<file path="src/rtl/ptc_pkg.sv">
// Package for the trial-division prime test counter.
// Holds the fixed result widths and the command/status structs shared by
// the controller and the datapath. No dependencies.
package ptc_pkg;

  // Result widths
  localparam int COUNT_W     = 16;
  localparam int OUT_TDATA_W = 24;
  localparam logic [COUNT_W-1:0] COUNT_MAX = {COUNT_W{1'b1}};

  // Controller to datapath commands
  typedef struct packed {
    logic load;       // capture the request, set divisor to two
    logic start_div;  // clear remainder, load bit counter with top index
    logic div_step;   // one restoring remainder step
    logic next_div;   // advance divisor and its square
    logic finish;     // write result register and update count
    logic prime;      // flag written on finish
  } cmd_t;

  // Datapath to controller status
  typedef struct packed {
    logic lt_two;     // value is zero or one
    logic sq_over;    // divisor squared exceeds value
    logic div_last;   // current step is the last remainder step
    logic rem_zero;   // divisor divides value
    logic out_free;   // result register can take a new result
  } status_t;

endpackage

</file>
<file path="src/rtl/ptc_ctrl.sv">
// Controller state machine for the prime test counter.
// Sequences divisor checks and remainder steps; depends on ptc_pkg.
module ptc_ctrl
  import ptc_pkg::*;
(
  input  logic    clk,
  input  logic    rst,
  input  logic    in_valid,
  output logic    in_ready,
  input  status_t status,
  output cmd_t    cmd
);

  localparam logic [2:0] ST_IDLE   = 3'd0;
  localparam logic [2:0] ST_CHECK  = 3'd1;
  localparam logic [2:0] ST_DIV    = 3'd2;
  localparam logic [2:0] ST_EVAL   = 3'd3;
  localparam logic [2:0] ST_DONE_P = 3'd4;
  localparam logic [2:0] ST_DONE_N = 3'd5;

  logic [2:0] state;
  logic [2:0] state_next;

  assign in_ready = (state == ST_IDLE);

  // Decode next state and commands
  always_comb begin
    state_next = state;
    cmd        = '0;
    unique case (state) inside
      ST_IDLE: begin
        if (in_valid) begin
          cmd.load   = 1'b1;
          state_next = ST_CHECK;
        end
      end
      ST_CHECK: begin
        if (status.lt_two) begin
          state_next = ST_DONE_N;
        end else if (status.sq_over) begin
          state_next = ST_DONE_P;
        end else begin
          cmd.start_div = 1'b1;
          state_next    = ST_DIV;
        end
      end
      ST_DIV: begin
        cmd.div_step = 1'b1;
        if (status.div_last) begin
          state_next = ST_EVAL;
        end
      end
      ST_EVAL: begin
        if (status.rem_zero) begin
          state_next = ST_DONE_N;
        end else begin
          cmd.next_div = 1'b1;
          state_next   = ST_CHECK;
        end
      end
      ST_DONE_P, ST_DONE_N: begin
        if (status.out_free) begin
          cmd.finish = 1'b1;
          cmd.prime  = (state == ST_DONE_P);
          state_next = ST_IDLE;
        end
      end
      default: begin
        state_next = ST_IDLE;
      end
    endcase
  end

  // Hold state
  always_ff @(posedge clk) begin
    if (rst) begin
      state <= ST_IDLE;
    end else begin
      state <= state_next;
    end
  end

endmodule

</file>
<file path="src/rtl/ptc_dpath.sv">
// Datapath for the prime test counter: divisor, running square, bit-serial
// remainder unit, prime count and result register. Depends on ptc_pkg.
module ptc_dpath
  import ptc_pkg::*;
#(
  parameter int VALUE_BITS = 15
) (
  input  logic                  clk,
  input  logic                  rst,
  input  logic [VALUE_BITS-1:0] in_value,
  input  cmd_t                  cmd,
  output status_t               status,
  input  logic                  out_ready,
  output logic                  out_valid,
  output logic                  out_is_prime,
  output logic [COUNT_W-1:0]    out_total
);

  // Divisor never passes 2**ceil(VALUE_BITS/2)
  localparam int DW = (VALUE_BITS + 1) / 2 + 1;
  localparam int SW = 2 * DW;
  localparam int BW = (VALUE_BITS > 1) ? $clog2(VALUE_BITS) : 1;

  logic [VALUE_BITS-1:0] value;
  logic [DW-1:0]         divisor;
  logic [SW-1:0]         square;
  logic [DW-1:0]         rem;
  logic [BW-1:0]         bit_idx;
  logic [COUNT_W-1:0]    count;
  logic                  is_prime;
  logic                  valid;

  logic [DW:0]           rem_shift;
  logic                  rem_ge;

  // One restoring remainder step, high bit first
  assign rem_shift = {rem, value[bit_idx]};
  assign rem_ge    = (rem_shift >= {1'b0, divisor});

  assign status.lt_two   = (value < VALUE_BITS'(2));
  assign status.sq_over  = (square > SW'(value));
  assign status.div_last = (bit_idx == '0);
  assign status.rem_zero = (rem == '0);
  assign status.out_free = !valid || out_ready;

  // Trial loop registers
  always_ff @(posedge clk) begin
    if (cmd.load) begin
      value   <= in_value;
      divisor <= DW'(2);
      square  <= SW'(4);
    end else if (cmd.next_div) begin
      divisor <= divisor + DW'(1);
      square  <= square + SW'({divisor, 1'b0}) + SW'(1);
    end
    if (cmd.start_div) begin
      rem     <= '0;
      bit_idx <= BW'(VALUE_BITS - 1);
    end else if (cmd.div_step) begin
      rem     <= rem_ge ? DW'(rem_shift - {1'b0, divisor}) : DW'(rem_shift);
      bit_idx <= bit_idx - BW'(1);
    end
  end

  // Result flag
  always_ff @(posedge clk) begin
    if (cmd.finish) begin
      is_prime <= cmd.prime;
    end
  end

  // Count and result valid; count only moves when a new result is loaded
  always_ff @(posedge clk) begin
    if (rst) begin
      count <= '0;
      valid <= 1'b0;
    end else begin
      if (cmd.finish) begin
        valid <= 1'b1;
        if (cmd.prime && (count != COUNT_MAX)) begin
          count <= count + COUNT_W'(1);
        end
      end else if (out_ready) begin
        valid <= 1'b0;
      end
    end
  end

  assign out_valid    = valid;
  assign out_is_prime = is_prime;
  assign out_total    = count;

endmodule

</file>
<file path="src/rtl/prime_test_counter_core.sv">
// Trial-division prime tester with a saturating count of primes found.
// Each request runs trial divisors in turn, each through a bit-serial remainder
// over the value bits, until one divides the value or its square exceeds it
// (up to 180 divisors at 15 bits).
// One request at a time; a finished result waits in the output register.
// Synchronous active-high reset clears the count and drops the result valid.
module prime_test_counter_core
  import ptc_pkg::*;
#(
  parameter int VALUE_BITS = 15
) (
  input  logic                              clk,
  input  logic                              rst,
  input  logic                              s_tvalid,
  output logic                              s_tready,
  // value
  input  logic [((VALUE_BITS+7)/8)*8-1:0]   s_tdata,
  output logic                              m_tvalid,
  input  logic                              m_tready,
  // is_prime, prime_total[15:0], zero pad
  output logic [OUT_TDATA_W-1:0]            m_tdata
);

  cmd_t               cmd;
  status_t            status;
  logic               is_prime;
  logic [COUNT_W-1:0] total;

  ptc_ctrl u_ctrl (
    .clk      (clk),
    .rst      (rst),
    .in_valid (s_tvalid),
    .in_ready (s_tready),
    .status   (status),
    .cmd      (cmd)
  );

  ptc_dpath #(
    .VALUE_BITS (VALUE_BITS)
  ) u_dpath (
    .clk          (clk),
    .rst          (rst),
    .in_value     (s_tdata[VALUE_BITS-1:0]),
    .cmd          (cmd),
    .status       (status),
    .out_ready    (m_tready),
    .out_valid    (m_tvalid),
    .out_is_prime (is_prime),
    .out_total    (total)
  );

  // Pack the result
  assign m_tdata = {{(OUT_TDATA_W - COUNT_W - 1){1'b0}}, total, is_prime};

endmodule

</file>
<file path="config.mk">
export PLATFORM = sky130hd
export DESIGN_NAME = prime_test_counter_core
export DESIGN_NICKNAME = d
export VERILOG_FILES = /design/src/rtl/ptc_pkg.sv /design/src/rtl/ptc_ctrl.sv /design/src/rtl/ptc_dpath.sv /design/src/rtl/prime_test_counter_core.sv
export SDC_FILE = /design/constraint.sdc
export NUM_CORES = 1
export LEC_CHECK = 0
export BUFFER_PORTS_ARGS = -buffer_cell sky130_fd_sc_hd__buf_4
export CORE_MARGIN = 4
export CORE_UTILIZATION = 35
export CTS_BUF_LIST = sky130_fd_sc_hd__clkbuf_4
export DETAILED_ROUTE_END_ITERATION = 7
export PLACE_DENSITY = 0.59
export SYNTH_ARGS = -nofsm -noshare
export SYNTH_HDL_FRONTEND = slang
export SYNTH_SLANG_ARGS = --single-unit
</file>
<file path="constraint.sdc">
create_clock -name clk -period 4.3 [get_ports clk]
set_clock_uncertainty 0.2 [all_clocks]
set_input_delay 0 -clock clk [delete_from_list [all_inputs] [get_ports clk]]
set_output_delay 0 -clock clk [all_outputs]
set_load 0.01 [all_outputs]
</file>
==> run metrics, run 1 <==
Clock Latency Late Sink ~0.45 ns; FF+latch count, synth 76; Worst Max-Slew Pin Slew roughly 0.74 ns; busiest layer in global routing met2; Leak roughly 0.0021 µW; layout cells sized above 1 about 13%; total negative slack 0 ns; global-route wire length before repair ~17 mm; Worst-path clk slew around 0.11 ns; Final GP Congestion about 0.80; crit path capture type register; WL/cell 14.4 µm; HP Start s_tvalid; Area growth syn-to-layout 16.9%; H-tree Lvls 3; Avg Inst Size Synth 8.88 µm²; IO Pins 46; maximum buffer depth of the clock tree 2; area of the core between 10000 and 15000 µm²; fmax about 0.26 GHz; Die ar. approximately 15000 µm²; Worst Reg-to-Reg Cells 12; Reg2Reg Setup Slack approximately 0.46 ns; final critical-path share of the clock period 89.3%; peak supply drop between 0.0002 and 0.00025 V; Crit Path Max Fanout 8; Mapped Cells about 500; Routed WL approximately 11 mm; Post-Syn Area between 4000 and 5000 µm²; Starting Density 35.8%; r2r startpoint u_dpath.bit_idx[0]$_SDFFE_PP0N_; WHS Endpoint u_ctrl.state[0]$_SDFFE_PP0P_; WHS Path Cells 6; CP Launch Type register; Ant. Diodes 0; met1 Use GR between 15 and 20%; row count 41; EDFF count, synth 16; RSZ-0062 raised after global routing no; CTS Sinks 76; Slew headroom about half; final worst path period need 3.84 ns; initial antenna violation count 0; Nets a little over 600; Post-CTS Resized 0; Yosys cell types just over 60; # setup viols final 0; met3 track demand over resource under 10%; Slew Viols, Final 0; sequential element share of the synthesized area between 30 and 40%; Post-DRT Antenna Nets 0; Die Ht ~120 µm; CTS Hold Bufs 17; Final Hold Fails 0; DR vias/cell just over 5; GR Overflow Total 0; Crit path arrival time 4.02 ns; Via Count between 3000 and 4000; largest net degree at the start of global routing 31; dpl hpwl 8.02 mm; chip width ~120 µm; asr flop ratio synth 0%; Ys Warns 0; post-CTS setup buffer count 0; clock buffer count from CTS 9; CTS tree built; PD cells 458 nW/µm²; TritonRoute pass-1 iters 4; CTS Root Cell clkbuf_4; status completed; PnR Total Power 2430 µW; GR Util met2 between 20% and 30%; # port buffers 37; max cap viols 0; Remaining DRCs 0; Crit Path Class register to register; GRT Total Usage 14.8%; vias in the first global route about 3600; Primary FF master, synth dfxtp_1; CP Data Required Time between 4 and 5 ns; reg2reg end u_dpath.rem[8]$_SDFFE_PP0N_; 1st-iter DRT viols ~170; Worst Hold Class input port to register
## layer usage
layer | part of all wire (%) | up-vias
met5 | 0 | -
met1 | 48 | 1805
li1 | - | 1931
met4 | 1.4 | 0
met3 | 4.5 | 12
met2 | 46 | 68
## placed cells by master (no fill, tap or decap), types with 4 or more instances in the layout
cell           synthesis  layout
dfxtp_1               60      60
nor2_1                49      49
nand2_1               47      47
buf_4                 10      42
inv_1                 39      39
ha_1                  36      36
a21oi_1               28      28
xnor2_1               22      22
o21ai_0               18      18
dlygate4sd3_1          0      17
edfxtp_1              16      16
nor3_1                15      15
nand3_1               15      15
a211oi_1              10      10
mux2i_1               10      10
clkbuf_4               0      10
o211ai_1               9       9
nor4_1                 8       8
nand2b_1               8       8
nand4_1                7       7
xor2_1                 7       7
conb_1                 1       7
o22ai_1                6       6
or3_1                  6       6
nor2b_1                5       5
o21a_1                 4       4
a21o_1                 4       4
## Yosys cell counts, drive strengths merged, types with 2 or more instances
master	number	share of area, %
nor3	16	1.9
a211oi	11	1.9
nand2	47	3.9
xor2	7	1.4
o2111ai	3	0.58
a21oi	29	3.4
o21a	4	0.66
mux4	3	1.5
o41ai	3	0.58
a21o	4	0.66
a31oi	2	0.28
or3	6	0.83
o21ai	20	2.3
o211ai	9	1.5
nor2	49	4.1
o31a	3	0.58
ha	36	9.9
a22oi	2	0.33
a41oi	2	0.39
o311ai	3	0.58
xnor2	22	4.2
o31ai	3	0.50
a311oi	2	0.52
and3	2	0.28
buf	14	2.1
edfxtp	16	11
nand2b	9	1.4
mux2	3	0.74
dfxtp	60	26
nor2b	5	0.69
clkbuf	11	0.94
nand3b	3	0.50
nor4	8	1.1
a21boi	2	0.33
o22ai	6	0.83
inv	39	3.2
nand3	15	1.7
mux2i	10	2.2
nand4	7	0.96
fa	2	0.88
and4	3	0.58
## metrics by stage
stage	utilization (%)	instances	worst slack (ns)	area [µm²]	hold slack (ns)
final	41.9	739	0.458	5300	0.0523
after detailed placement	39.1	706	0.529	4950	-0.0205
after global placement	39.1	706	0.602	4950	-0.0193
after global routing	41.9	739	0.278	5300	0.0399
after floorplan	-	517	0.922	4560	-0.101
after CTS	41.9	739	0.490	5300	0.00772
## cell type report
class | instances | area, µm²
Clock buffer | 10 | 75.1
Clock inverter | 6 | 104
Fill cell | 1287 | 7370
Inverter | 40 | 150
Multi-Input combinational cell | 376 | 2590
Sequential cell | 76 | 1680
Tap cell | 172 | 215
Timing Repair Buffer | 59 | 485
## how the worst max path moves through the flow
stage                                   to                            start  cells after the start
6_report       u_dpath.rem[8]$_SDFFE_PP0N_  u_dpath.bit_idx[0]$_SDFFE_PP0N_                     12
5_1_grt        u_dpath.rem[8]$_SDFFE_PP0N_  u_dpath.bit_idx[0]$_SDFFE_PP0N_                     12
4_1_cts        u_dpath.rem[8]$_SDFFE_PP0N_  u_dpath.bit_idx[0]$_SDFFE_PP0N_                     12
3_5_place_dp   u_dpath.rem[8]$_SDFFE_PP0N_  u_dpath.bit_idx[0]$_SDFFE_PP0N_                     12
3_3_place_gp   u_dpath.rem[8]$_SDFFE_PP0N_  u_dpath.bit_idx[0]$_SDFFE_PP0N_                     12
2_1_floorplan  u_dpath.rem[8]$_SDFFE_PP0N_  u_dpath.bit_idx[0]$_SDFFE_PP0N_                     13
## state kept, by name (all words and copies together), names as in the netlist
register,cells
u_dpath.square,18
u_dpath.out_total,16
u_dpath.value,15
u_dpath.divisor,9
u_dpath.rem,9
u_dpath.bit_idx,4
u_ctrl.state,3
u_dpath.out_is_prime,1
u_dpath.out_valid,1
## power by group
group,switching [µW],internal (µW)
clock,252,297
combinational,498,452
sequential,112,815
## cell families after synthesis
group           synth area share, %
simple gates                   17.9
compound gates                 17.8
fa+ha+maj                      10.8
buf+inv                        6.31
mux                            4.44
flops                          37.1
xor+xnor                       5.60
other cells                  0.0826
## critical path, stage by stage, from the launching register on
cell	delay (ns)
dfxtp_1	0.53
mux4_2	0.55
o211ai_1	0.18
o21a_1	0.20
ha_1	0.18
inv_1	0.06
fa_1	0.50
a211oi_1	0.26
nor2_1	0.12
o311ai_0	0.44
a21oi_1	0.13
mux2_2	0.29
o22ai_1	0.14
No activity file was read; power rests on OpenSTA's default activity.
==> run 2, diff against run 1 <==
==> constraint.sdc (replaced) <==
create_clock -name clk -period 4.3 [get_ports clk]
set_clock_uncertainty 0.2 [all_clocks]
set_input_delay 0.43 -clock clk [delete_from_list [all_inputs] [get_ports clk]]
set_output_delay 0.43 -clock clk [all_outputs]
set_load 0.01 [all_outputs]
==> run 2 against run 1 <==
Effect of this change: combinational power grew 0.6%; fmax up 0.62%; clock power rose by 3%; global-route usage hardly changed; register-to-register slack better by 0.02 ns; cell count is 0.27% lower; sequential share of layout area increased by 0.098 points; total power up 0.83%; first-iteration DRC count increased by 25%.
==> run metrics, run 2 (synthesis gave the netlist of run 1 again) <==
CP Data Required Time roughly 4.5 ns; net switching power ~890 µW; Slew Viols, Final 0; Post-Layout Inst Area roughly 5300 µm²; chip width 122 µm; H-tree Lvls 3; maximum buffer depth of the clock tree 2; Post-DRT Antenna Nets 0; GR Overflow Total 0; Crit Path Max Fanout 8; IO Pins 46; commonest cells after routing, fill and taps aside dfxtp_1 (60), nor2_1 (49), nand2_1 (47); WL/cell approximately 15 µm; peak supply drop around 0.00027 V; DR vias/cell ~5.1; max reg flops 18; status completed; Top reg by flops u_dpath.square; Final Hold Fails 0; Clock Latency Late Sink 0.44 ns; internal cell power 1560 µW; Worst Hold Class input port to register; Worst Reg-to-Reg Cells 12; Met1 Wirelength approximately 5.5 mm; RSZ-0062 raised after global routing no; cell total after placement 706; total negative slack 0 ns; CTS tree built; CTS Root Cell clkbuf_4; Final GP Congestion ~0.85; final core occ about two fifths; Gate power share 39.1%; row count between 40 and 50; clock buffer count from CTS 9; Critical Path, Cell by Cell mux4_2 > o211ai_1 > o21a_1 > ha_1 > inv_1 > fa_1 > a211oi_1 > nor2_1 > o311ai_0 > a21oi_1 > mux2_2 > o22ai_1; Die ar. around 15000 µm²; # setup viols final 0; final critical-path share of the clock period between 80% and 90%; clock power share between 20% and 30%; TritonRoute pass-1 iters 4; Slew headroom 55.1%; vias in the first global route roughly 3600; DR WL met2 4.81 mm; PD cells roughly 460 nW/µm²; largest net degree at the start of global routing 34; slowest CP cell dfxtp_1; GRT Total Usage around 15%; Area growth syn-to-layout 16.5%; Sw Ratio 36.3%; Starting Density 35.8%; fmax 0.262 GHz; Crit path arrival time 4.00 ns; Worst Max-Slew Pin Slew 0.668 ns; Sequential Power Share ~38%; Ant. Diodes 0; layout cells sized above 1 12.6%; fin cells between 700 and 800; WHS Path Cells 2; final worst path period need about 3.8 ns; Routed WL around 11 mm; Leak 0.00211 µW; Via Count 3789; Crit Path Class register to register; 1st-iter DRT viols between 200 and 250; CP Launch Type register; number of fillers in the final layout between 1000 and 1500; dpl hpwl 7.96 mm; CTS Sinks 76; Die Ht ~120 µm; Remaining DRCs 0; uppermost layer routed met4; leading cell type in the layout, fill and taps excluded dfxtp_1; max cap viols 0; area of the core 12700 µm²; # port buffers 37; slowest stage delay, CP around 0.54 ns; Met3 Wirelength between 300 and 400 µm; initial antenna violation count 0; Nets around 620; Worst-path clk slew between 0.1 and 0.15 ns; global-route wire length before repair 17.7 mm; Placed Area about 5000 µm²; crit path capture type register
[run 2: worst paths after layout]
kind                                   startpoint  slack [ns]                                  to
setup / recovery  u_dpath.bit_idx[0]$_SDFFE_PP0N_        0.48         u_dpath.rem[8]$_SDFFE_PP0N_
hold / removal                                rst        0.11  u_dpath.out_total[10]$_SDFFE_PP0P_
setup reg to reg  u_dpath.bit_idx[0]$_SDFFE_PP0N_        0.48         u_dpath.rem[8]$_SDFFE_PP0N_
hold reg to reg    u_dpath.square[8]$_SDFFE_PP0P_        0.30      u_dpath.square[8]$_SDFFE_PP0P_
[run 2: layout make-up]
class | instances | area, µm² | area share, %
Clock buffer | 9 | 67.6 | 1.28
Tap cell | 172 | 215 | 4.07
Clock inverter | 7 | 115 | 2.18
Sequential cell | 76 | 1680 | 31.8
Timing Repair Buffer | 57 | 465 | 8.80
Multi-Input combinational cell | 376 | 2590 | 49.0
Inverter | 40 | 150 | 2.84
[run 2: metrics by stage]
step                hold slack [ns]  worst slack (ns)  total power [µW]
CTS                          0.0970             0.472              2460
detailed placement            0.287             0.503              1880
global route                 0.0970             0.235              2620
global placement              0.279             0.572              1860
finish                        0.109             0.482              2450
floorplan                     0.253             0.922              1690
[run 2: repair_timing]
action	CTS	global route
endpoints found under the hold margin	15	0
setup buffers	0	0
gates resized for setup	0	0
hold buffers	15	0
[run 2: per-layer routing]
metal  vias up  track usage, %
met3         9            2.60
met5         -               0
met2        54            23.4
met4         0            3.78
li1       1925               -
met1      1801            21.0
[run 2: critical path: cells and delay by family, from the launching register on]
family / cells / cell delay [ns]
buffers and inverters: 1 / 0.06
DFF: 1 / 0.54
muxes: 2 / 0.83
AOI/OAI and AO/OA: 6 / 1.36
and+or+nand+nor: 1 / 0.10
adders and majority gates: 2 / 0.68
[run 2: power by group through the flow]
stage	combinational (µW)	clock (µW)	sequential [µW]
3_5_place_dp	938	0	944
4_1_cts	956	573	929
5_1_grt	1070	603	944
3_3_place_gp	923	0	941
2_1_floorplan	802	0	883
6_report	956	563	928
